**config.mk**
```make
export PLATFORM = sky130hd
export DESIGN_NAME = tag_value_field_parser_top_flat
export DESIGN_NICKNAME = d
export VERILOG_FILES = /design/src/hw/rtl/tvfp_pkg.sv /design/src/hw/rtl/tvfp_if.sv /design/src/hw/rtl/tvfp_parser.sv /design/src/hw/rtl/tag_value_field_parser_top.sv /design/src/flat_wrapper.sv
export SDC_FILE = /design/constraint.sdc
export NUM_CORES = 1
export LEC_CHECK = 0
export BUFFER_PORTS_ARGS = -buffer_cell sky130_fd_sc_hd__buf_4
export CAP_MARGIN = 20
export CELL_PAD_IN_SITES_DETAIL_PLACEMENT = 0
export CELL_PAD_IN_SITES_GLOBAL_PLACEMENT = 1
export CORE_MARGIN = 2
export CORE_UTILIZATION = 41
export CTS_BUF_LIST = sky130_fd_sc_hd__clkbuf_16
export CTS_CLUSTER_DIAMETER = 40
export DETAILED_ROUTE_END_ITERATION = 7
export PLACE_DENSITY_LB_ADDON = 0.1
export SYNTH_ARGS = -nofsm -noshare
export SYNTH_HDL_FRONTEND = slang
export SYNTH_SLANG_ARGS = --single-unit
```
**constraint.sdc**
```tcl
create_clock -name clk -period 4.9 [get_ports clk]
set_input_delay 0 -clock clk [delete_from_list [all_inputs] [get_ports clk]]
set_output_delay 0 -clock clk [all_outputs]
set_load 0.1 [all_outputs]
```
**src/hw/rtl/tvfp_pkg.sv**
```systemverilog
`timescale 1ns / 1ps

package tvfp_pkg;

  // parse phases
  localparam logic [2:0] PH_HUNT    = 3'd0;
  localparam logic [2:0] PH_PROTO   = 3'd1;
  localparam logic [2:0] PH_KEY_HI  = 3'd2;
  localparam logic [2:0] PH_KEY_LO  = 3'd3;
  localparam logic [2:0] PH_WAIT_EQ = 3'd4;
  localparam logic [2:0] PH_VALUE   = 3'd5;

  // result kinds
  localparam logic [2:0] KIND_CHAR    = 3'd0;
  localparam logic [2:0] KIND_NEW_MSG = 3'd1;
  localparam logic [2:0] KIND_FIELD   = 3'd2;
  localparam logic [2:0] KIND_END     = 3'd3;
  localparam logic [2:0] KIND_ERROR   = 3'd4;

  // framing characters
  localparam logic [7:0] CH_END = 8'h7E;
  localparam logic [7:0] CH_EQ  = 8'h3D;
  localparam logic [7:0] CH_BAR = 8'h7C;

  // configuration register indexes
  localparam int unsigned CFG_IDX_W = 2;
  localparam int unsigned CFG_DATA_W = 16;
  localparam logic [CFG_IDX_W-1:0] CFG_START_BYTE    = 2'd0;
  localparam logic [CFG_IDX_W-1:0] CFG_PROTOCOL_BYTE = 2'd1;
  localparam logic [CFG_IDX_W-1:0] CFG_TYPE_KEY      = 2'd2;
  localparam logic [CFG_IDX_W-1:0] CFG_MAX_VALUE_LEN = 2'd3;

  // configuration reset values
  localparam logic [7:0]  RST_START_BYTE    = 8'd1;
  localparam logic [7:0]  RST_PROTOCOL_BYTE = 8'd1;
  localparam logic [15:0] RST_TYPE_KEY      = 16'd19780;
  localparam logic [7:0]  RST_MAX_VALUE_LEN = 8'd39;

  typedef struct packed {
    logic [7:0]  start_byte;
    logic [7:0]  protocol_byte;
    logic [15:0] type_key;
    logic [7:0]  max_value_len;
  } tvfp_cfg_t;

  typedef struct packed {
    logic [2:0]  kind;
    logic [15:0] key;
    logic [15:0] msg_type;
    logic [7:0]  data;
    logic [7:0]  value_len;
  } tvfp_res_t;

endpackage

```
**src/hw/rtl/tvfp_if.sv**
```systemverilog
`timescale 1ns / 1ps

// received byte channel
interface tvfp_in_if;
  logic       valid;
  logic       ready;
  logic [7:0] rx_byte;

  modport source (output valid, output rx_byte, input ready);
  modport sink (input valid, input rx_byte, output ready);
endinterface

// parse result channel
interface tvfp_out_if;
  logic        valid;
  logic        ready;
  logic [2:0]  kind;
  logic [15:0] key;
  logic [15:0] msg_type;
  logic [7:0]  data;
  logic [7:0]  value_len;

  modport source (output valid, output kind, output key, output msg_type,
                  output data, output value_len, input ready);
  modport sink (input valid, input kind, input key, input msg_type,
                input data, input value_len, output ready);
endinterface

```
**src/hw/rtl/tvfp_parser.sv**
```systemverilog
`timescale 1ns / 1ps

module tvfp_parser import tvfp_pkg::*; (
  input  logic       clk,
  input  logic       rst_n,
  input  logic       step_en,
  input  logic [7:0] rx_byte,
  input  tvfp_cfg_t  cfg,
  output logic       res_valid,
  output tvfp_res_t  res
);

  logic [2:0]  phase_r, phase_nxt;
  logic [15:0] key_r, key_nxt;
  logic [15:0] type_r, type_nxt;
  logic        type_known_r, type_known_nxt;
  logic [7:0]  len_r, len_nxt;
  logic [15:0] ftc_r, ftc_nxt;
  logic        err;
  logic [15:0] cur_type;

  assign cur_type = type_known_r ? type_r : 16'd0;

  always_comb begin
    phase_nxt      = phase_r;
    key_nxt        = key_r;
    type_nxt       = type_r;
    type_known_nxt = type_known_r;
    len_nxt        = len_r;
    ftc_nxt        = ftc_r;
    err            = 1'b0;
    res_valid      = 1'b0;
    res            = '0;
    res.msg_type   = cur_type;
    res.key        = key_r;

    case (phase_r)
      PH_PROTO: begin
        if (rx_byte != cfg.protocol_byte) err = 1'b1;
        else phase_nxt = PH_KEY_HI;
      end
      PH_KEY_HI: begin
        if (rx_byte == CH_END) begin
          res_valid      = 1'b1;
          res.kind       = KIND_END;
          res.key        = 16'd0;
          type_known_nxt = 1'b0;
          type_nxt       = 16'd0;
          key_nxt        = 16'd0;
          len_nxt        = 8'd0;
          phase_nxt      = PH_HUNT;
        end else begin
          key_nxt   = {rx_byte, 8'd0};
          phase_nxt = PH_KEY_LO;
        end
      end
      PH_KEY_LO: begin
        key_nxt   = {key_r[15:8], rx_byte};
        phase_nxt = PH_WAIT_EQ;
      end
      PH_WAIT_EQ: begin
        if (rx_byte != CH_EQ) begin
          err = 1'b1;
        end else begin
          len_nxt   = 8'd0;
          ftc_nxt   = 16'd0;
          phase_nxt = PH_VALUE;
        end
      end
      PH_VALUE: begin
        if (rx_byte == CH_BAR) begin
          if (!type_known_r && key_r != cfg.type_key) begin
            err = 1'b1;
          end else begin
            res_valid     = 1'b1;
            res.value_len = len_r;
            if (key_r == cfg.type_key) begin
              type_nxt       = ftc_r;
              type_known_nxt = 1'b1;
              res.kind       = KIND_NEW_MSG;
              res.msg_type   = ftc_r;
            end else begin
              res.kind = KIND_FIELD;
            end
            len_nxt   = 8'd0;
            phase_nxt = PH_KEY_HI;
          end
        end else if (len_r >= cfg.max_value_len) begin
          err = 1'b1;
        end else begin
          if (len_r == 8'd0) ftc_nxt = {rx_byte, 8'd0};
          else if (len_r == 8'd1) ftc_nxt = {ftc_r[15:8], rx_byte};
          len_nxt       = len_r + 8'd1;
          res_valid     = 1'b1;
          res.kind      = KIND_CHAR;
          res.data      = rx_byte;
          res.value_len = len_r + 8'd1;
        end
      end
      default: begin
        // hunting, undefined codes included
        if (rx_byte == cfg.start_byte) begin
          key_nxt        = 16'd0;
          type_nxt       = 16'd0;
          type_known_nxt = 1'b0;
          len_nxt        = 8'd0;
          phase_nxt      = PH_PROTO;
        end else begin
          phase_nxt = PH_HUNT;
        end
      end
    endcase

    if (err) begin
      res_valid      = 1'b1;
      res.kind       = KIND_ERROR;
      res.key        = key_r;
      res.msg_type   = cur_type;
      res.data       = 8'd0;
      res.value_len  = len_r;
      type_known_nxt = 1'b0;
      type_nxt       = 16'd0;
      key_nxt        = 16'd0;
      len_nxt        = 8'd0;
      phase_nxt      = PH_HUNT;
    end
  end

  always_ff @(posedge clk) begin
    if (!rst_n) begin
      phase_r      <= PH_HUNT;
      key_r        <= 16'd0;
      type_r       <= 16'd0;
      type_known_r <= 1'b0;
      len_r        <= 8'd0;
      ftc_r        <= 16'd0;
    end else if (step_en) begin
      phase_r      <= phase_nxt;
      key_r        <= key_nxt;
      type_r       <= type_nxt;
      type_known_r <= type_known_nxt;
      len_r        <= len_nxt;
      ftc_r        <= ftc_nxt;
    end
  end

endmodule

```
**src/hw/rtl/tag_value_field_parser_top.sv**
```systemverilog
`timescale 1ns / 1ps

// channel  | dir | payload                                  | handshake
// in_ch    | in  | rx_byte[7:0]                             | valid/ready
// out_ch   | out | kind, key, msg_type, data, value_len     | valid/ready
// cfg      | in  | cfg_index[1:0], cfg_data[15:0]           | cfg_we, no wait
//
// one byte per clock sustained while out_ch is not stalled; a byte's result
// passes through the input byte register and then the result register
// bytes that cause no result still pass through the parse step in order
// rst_n is synchronous: parser back to hunting, registers to their defaults
// a stalled out_ch holds its result; the input register keeps taking a byte
// while the parse step can advance, and stalls once it is full and blocked
module tag_value_field_parser_top import tvfp_pkg::*; (
  input  logic                  clk,
  input  logic                  rst_n,
  tvfp_in_if.sink               in_ch,
  tvfp_out_if.source            out_ch,
  input  logic                  cfg_we,
  input  logic [CFG_IDX_W-1:0]  cfg_index,
  input  logic [CFG_DATA_W-1:0] cfg_data
);

  // configuration registers
  tvfp_cfg_t cfg_r;

  always_ff @(posedge clk) begin
    if (!rst_n) begin
      cfg_r.start_byte    <= RST_START_BYTE;
      cfg_r.protocol_byte <= RST_PROTOCOL_BYTE;
      cfg_r.type_key      <= RST_TYPE_KEY;
      cfg_r.max_value_len <= RST_MAX_VALUE_LEN;
    end else if (cfg_we) begin
      case (cfg_index)
        CFG_START_BYTE:    cfg_r.start_byte    <= cfg_data[7:0];
        CFG_PROTOCOL_BYTE: cfg_r.protocol_byte <= cfg_data[7:0];
        CFG_TYPE_KEY:      cfg_r.type_key      <= cfg_data[15:0];
        CFG_MAX_VALUE_LEN: cfg_r.max_value_len <= cfg_data[7:0];
        default: ;
      endcase
    end
  end

  // input byte register
  logic       in_valid_r;
  logic [7:0] in_byte_r;
  logic       step_en;
  logic       in_take;

  // the parse step advances when a byte is held and the result slot frees up
  assign step_en     = in_valid_r && (!out_ch.valid || out_ch.ready);
  assign in_ch.ready = !in_valid_r || step_en;
  assign in_take     = in_ch.valid && in_ch.ready;

  always_ff @(posedge clk) begin
    if (!rst_n) begin
      in_valid_r <= 1'b0;
    end else if (in_take) begin
      in_valid_r <= 1'b1;
    end else if (step_en) begin
      in_valid_r <= 1'b0;
    end
  end

  always_ff @(posedge clk) begin
    if (in_take) begin
      in_byte_r <= in_ch.rx_byte;
    end
  end

  // parse state and next-state logic
  logic      res_valid;
  tvfp_res_t res;

  tvfp_parser u_parser (
    .clk       (clk),
    .rst_n     (rst_n),
    .step_en   (step_en),
    .rx_byte   (in_byte_r),
    .cfg       (cfg_r),
    .res_valid (res_valid),
    .res       (res)
  );

  // result register
  logic      out_valid_r;
  tvfp_res_t out_res_r;

  always_ff @(posedge clk) begin
    if (!rst_n) begin
      out_valid_r <= 1'b0;
    end else if (step_en && res_valid) begin
      out_valid_r <= 1'b1;
    end else if (out_ch.ready) begin
      out_valid_r <= 1'b0;
    end
  end

  always_ff @(posedge clk) begin
    if (step_en && res_valid) begin
      out_res_r <= res;
    end
  end

  assign out_ch.valid     = out_valid_r;
  assign out_ch.kind      = out_res_r.kind;
  assign out_ch.key       = out_res_r.key;
  assign out_ch.msg_type  = out_res_r.msg_type;
  assign out_ch.data      = out_res_r.data;
  assign out_ch.value_len = out_res_r.value_len;

endmodule

```
**src/flat_wrapper.sv**
```systemverilog
// flat-port wrapper written by rule: the top's interface ports become plain ports
module tag_value_field_parser_top_flat import tvfp_pkg::*;
  (clk, rst_n, cfg_we, cfg_index, cfg_data, in_ch_valid, in_ch_rx_byte, in_ch_ready, out_ch_valid, out_ch_kind, out_ch_key, out_ch_msg_type, out_ch_data, out_ch_value_len, out_ch_ready);
  tvfp_in_if in_ch_i ();
  tvfp_out_if out_ch_i ();
  input  logic clk;
  input  logic rst_n;
  input  logic cfg_we;
  input  logic [CFG_IDX_W-1:0] cfg_index;
  input  logic [CFG_DATA_W-1:0] cfg_data;
  input wire logic [$bits(in_ch_i.valid)-1:0] in_ch_valid;
  input wire logic [$bits(in_ch_i.rx_byte)-1:0] in_ch_rx_byte;
  output wire logic [$bits(in_ch_i.ready)-1:0] in_ch_ready;
  output wire logic [$bits(out_ch_i.valid)-1:0] out_ch_valid;
  output wire logic [$bits(out_ch_i.kind)-1:0] out_ch_kind;
  output wire logic [$bits(out_ch_i.key)-1:0] out_ch_key;
  output wire logic [$bits(out_ch_i.msg_type)-1:0] out_ch_msg_type;
  output wire logic [$bits(out_ch_i.data)-1:0] out_ch_data;
  output wire logic [$bits(out_ch_i.value_len)-1:0] out_ch_value_len;
  input wire logic [$bits(out_ch_i.ready)-1:0] out_ch_ready;
  assign in_ch_i.valid = in_ch_valid;
  assign in_ch_i.rx_byte = in_ch_rx_byte;
  assign in_ch_ready = in_ch_i.ready;
  assign out_ch_valid = out_ch_i.valid;
  assign out_ch_kind = out_ch_i.kind;
  assign out_ch_key = out_ch_i.key;
  assign out_ch_msg_type = out_ch_i.msg_type;
  assign out_ch_data = out_ch_i.data;
  assign out_ch_value_len = out_ch_i.value_len;
  assign out_ch_i.ready = out_ch_ready;
  tag_value_field_parser_top u_core (.clk(clk), .rst_n(rst_n), .in_ch(in_ch_i), .out_ch(out_ch_i), .cfg_we(cfg_we), .cfg_index(cfg_index), .cfg_data(cfg_data));
endmodule
```
=== Word-level counts from Yosys, hierarchy flattened ===
Index checks and enable logic that the tools add are counted.

* Magnitude comparators: 1
* Add/sub/neg operators: 1
* Muxes and demuxes: 71
* Equality and inequality tests: 33
* Bitwise logic cells: 1
* Reductions and logical operators: 33

{| class="wikitable"
|+ Operators by type and width
! cell !! count
|-
| $mux 16 || 18
|-
| $pmux 16 s3 || 2
|-
| $mux 8 || 11
|-
| $mux 48 || 1
|-
| $mux 32 || 1
|-
| $pmux 16 s2 || 1
|-
| $pmux 8 s4 || 1
|-
| $mux 1 || 21
|-
| $ne 3x3->1 const B || 7
|-
| $mux 18 || 1
|-
| $mux 3 || 6
|-
| $eq 16x16->1 || 1
|-
| $eq 8x7->1 const B || 2
|-
| $ne 16x16->1 || 1
|-
| $pmux 3 s5 || 1
|-
| $reduce_and 7->1 || 2
|-
| $reduce_and 6->1 || 2
|-
| $ne 2x2->1 const B || 5
|-
| $add 8x1->8 const B || 1
|-
| $eq 8x1->1 const B || 1
|-
| $eq 8x8->1 || 1
|-
| $ge 8x8->1 || 1
|-
| $logic_not 8->1 || 1
|-
| $ne 4x4->1 const B || 2
|-
| 28 further kinds || 49
|}

* Word-level logic and storage cells: 160
* Register bits: 161
* Bits of input ports: 31

=== Depth between registers and ports, before layout ===
* Depth after elaboration: 8
* Gate-level depth with buffers: 12

=== Cells and area by module ===
Synthesis repeated with hierarchy kept, for this count alone.

* Cells, all modules: 711
* Area, all modules: 7280.7 um^2

{| class="wikitable"
|+ By module, submodules not included
! module !! area each (um^2) !! instances !! cells each !! seq. area each (um^2)
|-
| tvfp_parser || 3836.2 || 1 || 481 || 1201.2
|-
| tag_value_field_parser_top || 3444.6 || 1 || 230 || 2612.5
|}

=== Least setup slack after synthesis ===
No wires, ideal clock.

* Path type: reg2reg
* Start point: reg u_core.in_byte_r[0]
* End point: reg u_core.out_res_r (netlist bit u_core.out_ch.data[0]), enable pin
* Clock period less this slack: 4.953 ns
* Slack: -0.053 ns
* Cell stages (with the launch flop): 7
* Path buffers: 2
* Required time: 4.410 ns
* Library setup time: 0.490 ns
* Arrival: 4.463 ns
* Cell sequence: edfxtp_1 -> buf_4 -> and4b_1 -> nor3b_1 -> nand2_1 -> clkbuf_1 -> a31oi_1

* Cells in the longest elaborated chain, start to end: 5

{| class="wikitable"
|+ Ends and longest elaborated chain
! item !! line !! text
|-
| start, declared || tag_value_field_parser_top.sv:46 || <nowiki>logic [7:0] in_byte_r;</nowiki>
|-
| start signal, assigned || tag_value_field_parser_top.sv:67 || <nowiki>in_byte_r <= in_ch.rx_byte;</nowiki>
|-
| $eq 8x7->1 (tied with other cells) || tvfp_parser.sv:71 || <nowiki>if (rx_byte == CH_BAR) begin</nowiki>
|-
| $mux 1, on equally long branches || - ||
|-
| $pmux 1 s3 / $pmux 1 s2 (equally long branches) || tvfp_parser.sv:37 || <nowiki>case (phase_r)</nowiki>
|-
| $mux 1 * || tvfp_parser.sv:114 || <nowiki>if (err) begin</nowiki>
|-
| $logic_and 1x1->1 * || tag_value_field_parser_top.sv:100 || <nowiki>if (step_en && res_valid) begin</nowiki>
|-
| end signal, assigned || tag_value_field_parser_top.sv:101 || <nowiki>out_res_r <= res;</nowiki>
|-
| end, declared || tag_value_field_parser_top.sv:87 || <nowiki>tvfp_res_t out_res_r;</nowiki>
|}

Mark *: on every way between the ends. The rest lies on a longest branch, timed or not.
A chain may end at the register's enable or synchronous reset.

=== Worst setup path in the final report ===
* Start point: reg u_core.in_byte_r[6]
* End point: reg u_core.out_res_r (netlist bit u_core.out_ch.value_len[1]), enable pin

Same word-level chain as after synthesis.

==> impl_metrics.ini <==
[worst_setup_path]
ff2ff_path_depth = 5
r2r_start = u_core.in_byte_r[6]$_DFFE_PP_
worst-path-buf-inv = 1
crit_type = flop to flop
r2r_slack_ps = 1120
critical_path.cell_chain = and4b_1 -> nor3b_1 -> nand2_1 -> a31oi_4 -> buf_4
worstSetupEndpointType = flop
regToRegEndpoint = u_core.out_ch.value_len[1]$_DFFE_PP_
startpoint_type = flop
crit_required_ps = 4960
arrival_ps = 3840
crit_family = simple AND/OR/NAND/NOR gates
cp_max_fo = 49
slowest_delay_ps = 760
cp_slowest_cell = edfxtp_1

[run]
maxCapViolCount = 0

[timing]
slew_violations = 0
fin_ws_ps = 1120
timing.final.crit_share_pct = 77.1
period_needed_ps = 3780
setup_tns_ps = 0
fmax_ghz = 0.265
setup_viol = 0
rsz0062_at_grt = no
finClkSkew_ps = 9.22
slew_headroom_pct = 25.8
hold_viol_final = 0
tightest_slew_ps = 1110

[yosys]
yosys_most_used_dff = dfxtp_1
yosys-top-cells-area = dfxtp_1, edfxtp_1, nand2_1, mux2i_1, a21oi_1
synth-edff-count = 59
synth_top_area_share_pct = 28.8
synth_area_um2 = 7090
ys_warn_count = 0
synthCells = 719
netlist_top_cells_count = nand2_1, dfxtp_1, edfxtp_1
seq_area_frac_synth_pct = 53.8
yosysMostFrequentCell = nand2_1
ys_types = 60
yosysTopAreaCell = dfxtp_1
synthesis.nets = 761
avgSynthCellArea_um2 = 9.87
synth-async-reset-ratio_pct = 0
ys_seq_elements = 161

[floorplanning]
die_w_um = 136
rows = 48
start_util_pct = 41.4
io_pins = 84
dieArea_um2 = 18400
dieHeight_um = 136
coreArea_um2 = 17100

[global_routing]
grt_pass1_vias = 5367
overflow = 0
antenna_found_initial = 0
grt_pass1_wl_um = 29500
grt_max_degree = 57
track_usage_pct = 21.1

[route]
route.detailed.drc = 0
viasPerCell = 5.22
drt_first_pass_iters = 5
wl_met3_um = 698
wire_per_inst_um = 17.6
num_vias = 5488
highest_layer = met4
drt-total-wl_um = 18500
met1Wirelength_um = 8500
wl_met2_um = 8870
postRouteAntennaNets = 0
first_iter_violations = 294

[outcome]
outcome = complete, no violations

[pwr]
power_switching_w = 0.000615
pwr_density_cell_nw_per_um2 = 332
clock_power_share_pct = 47.1
internal-power_w = 0.00229
ir_worst_vdd_uv = 244
leakagePower_nw = 3.44
pwr-share-seq_pct = 48.9
fin_total_pwr_w = 0.00291
p_comb_share_pct = 4.0
swShare_pct = 21.1

[layout]
final_util_pct = 51.1
areaGrowthSynthToFinish_pct = 23.4
n_antenna_cell = 0
fill_cells = 1575
design_area_um2 = 8750
layout.nets = 855
drive_gt1_share_pct = 16.3

[hold_path]
min_to = u_core.cfg_r[19]$_SDFFE_PN1P_
holdPathStages = 2
hp-class = primary input to flop
min_from = rst_n

[placement]
place_ws_ps = 1140
hpwlAfterDp_um = 12300
port_buffers = 83
place.gp.congestion = 0.838
place_area_um2 = 7880

[clock_tree]
numCtsBuffers = 17
cts.htree.levels = 4
insertion_delay_ps = 430
clk_pin_slew_worst_paths_ps = 60
post_cts_buffers = 0
clock_tree.root_cell = clkbuf_16
clock_path_buffers = 2
cts_sinks = 161
cts_tree = yes
==> worst max path at each step <==
stage	cells past startpoint	from	endpoint
CTS	5	u_core.in_byte_r[6]$_DFFE_PP_	u_core.out_ch.msg_type[0]$_DFFE_PP_
finish	5	u_core.in_byte_r[6]$_DFFE_PP_	u_core.out_ch.value_len[1]$_DFFE_PP_
detailed placement	5	u_core.in_byte_r[6]$_DFFE_PP_	u_core.out_ch.value_len[1]$_DFFE_PP_
global placement	5	u_core.in_byte_r[6]$_DFFE_PP_	u_core.out_ch.value_len[1]$_DFFE_PP_
global route	5	u_core.in_byte_r[3]$_DFFE_PP_	u_core.out_ch.msg_type[2]$_DFFE_PP_
floorplan	6	u_core.in_byte_r[0]$_DFFE_PP_	u_core.out_ch.data[0]$_SDFFCE_PP0P_
==> power by group through the flow <==
stage          registers (W)  clock network [W]  logic [W]
2_1_floorplan        0.00143                  0  0.0000698
3_3_place_gp         0.00145                  0  0.0000998
3_5_place_dp         0.00145                  0   0.000101
4_1_cts              0.00142            0.00139   0.000118
5_1_grt              0.00142            0.00145   0.000130
6_report             0.00142            0.00137   0.000117
==> layout by cell type, fill, tap and decap left out, drive strengths merged, types with 12 or more instances in the layout <==
master,count
nand3,15
inv,24
a21oi,50
dfxtp,102
and2,29
mux2i,34
nand2,146
o21ai,33
nor2,31
clkbuf,17
nand4,12
dlygate4sd3,27
xor2,24
buf,90
edfxtp,59
==> area by class of cell <==
type,instances,area (um2),area share [%]
Sequential cell,161,3810,43.6
Multi-Input combinational cell,499,3040,34.8
Timing Repair Buffer,117,950,10.8
Clock buffer,17,425,4.86
Tap cell,225,282,3.22
Clock inverter,15,178,2.03
Inverter,17,63.8,0.729
==> metrics by stage <==
step	cells	hold WS, ps
3_5_place_dp	992	179
5_1_grt	1051	63.8
6_report	1051	34.5
3_3_place_gp	991	179
2_1_floorplan	719	98.9
4_1_cts	1051	43.0
==> registers in the layout, summed over array words and instances (netlist names), 8 cells and up <==
register / cells
u_core.cfg_r: 40
u_core.out_ch.key: 16
u_core.out_ch.msg_type: 16
u_core.u_parser.ftc_r: 16
u_core.u_parser.key_r: 16
u_core.u_parser.type_r: 16
u_core.in_byte_r: 8
u_core.out_ch.data: 8
u_core.out_ch.value_len: 8
u_core.u_parser.len_r: 8
==> routing by layer <==
layer / vias up / track usage [%]
met1: 2632 / 28.3
met4: 0 / 7.81
li1: 2701 / -
met3: 27 / 3.74
met2: 128 / 34.3
met5: - / 0
==> worst reg2reg max path: stages (launching register included) <==
cell	delay, ps
edfxtp_1	760
and4b_1	370
nor3b_1	670
nand2_1	600
a31oi_4	360
buf_4	580
==> logic make-up after synthesis <==
group                      Yosys count  share of synthesized area [%]
adders and majority gates           11                           1.94
and+or+nand+nor                    293                           20.1
muxes                               34                           4.80
AOI/OAI and AO/OA                  129                           11.6
xor gates and xnor gates            32                           3.95
DFF                                161                           53.8
buffers and inverters               59                           3.77
==> timing repair <==
action	4_1_cts	5_1_grt
hold endpoints to repair	50	0
hold buffers	27	0
resized for setup	0	0
Note: power is estimated with default switching activity, not from simulation.
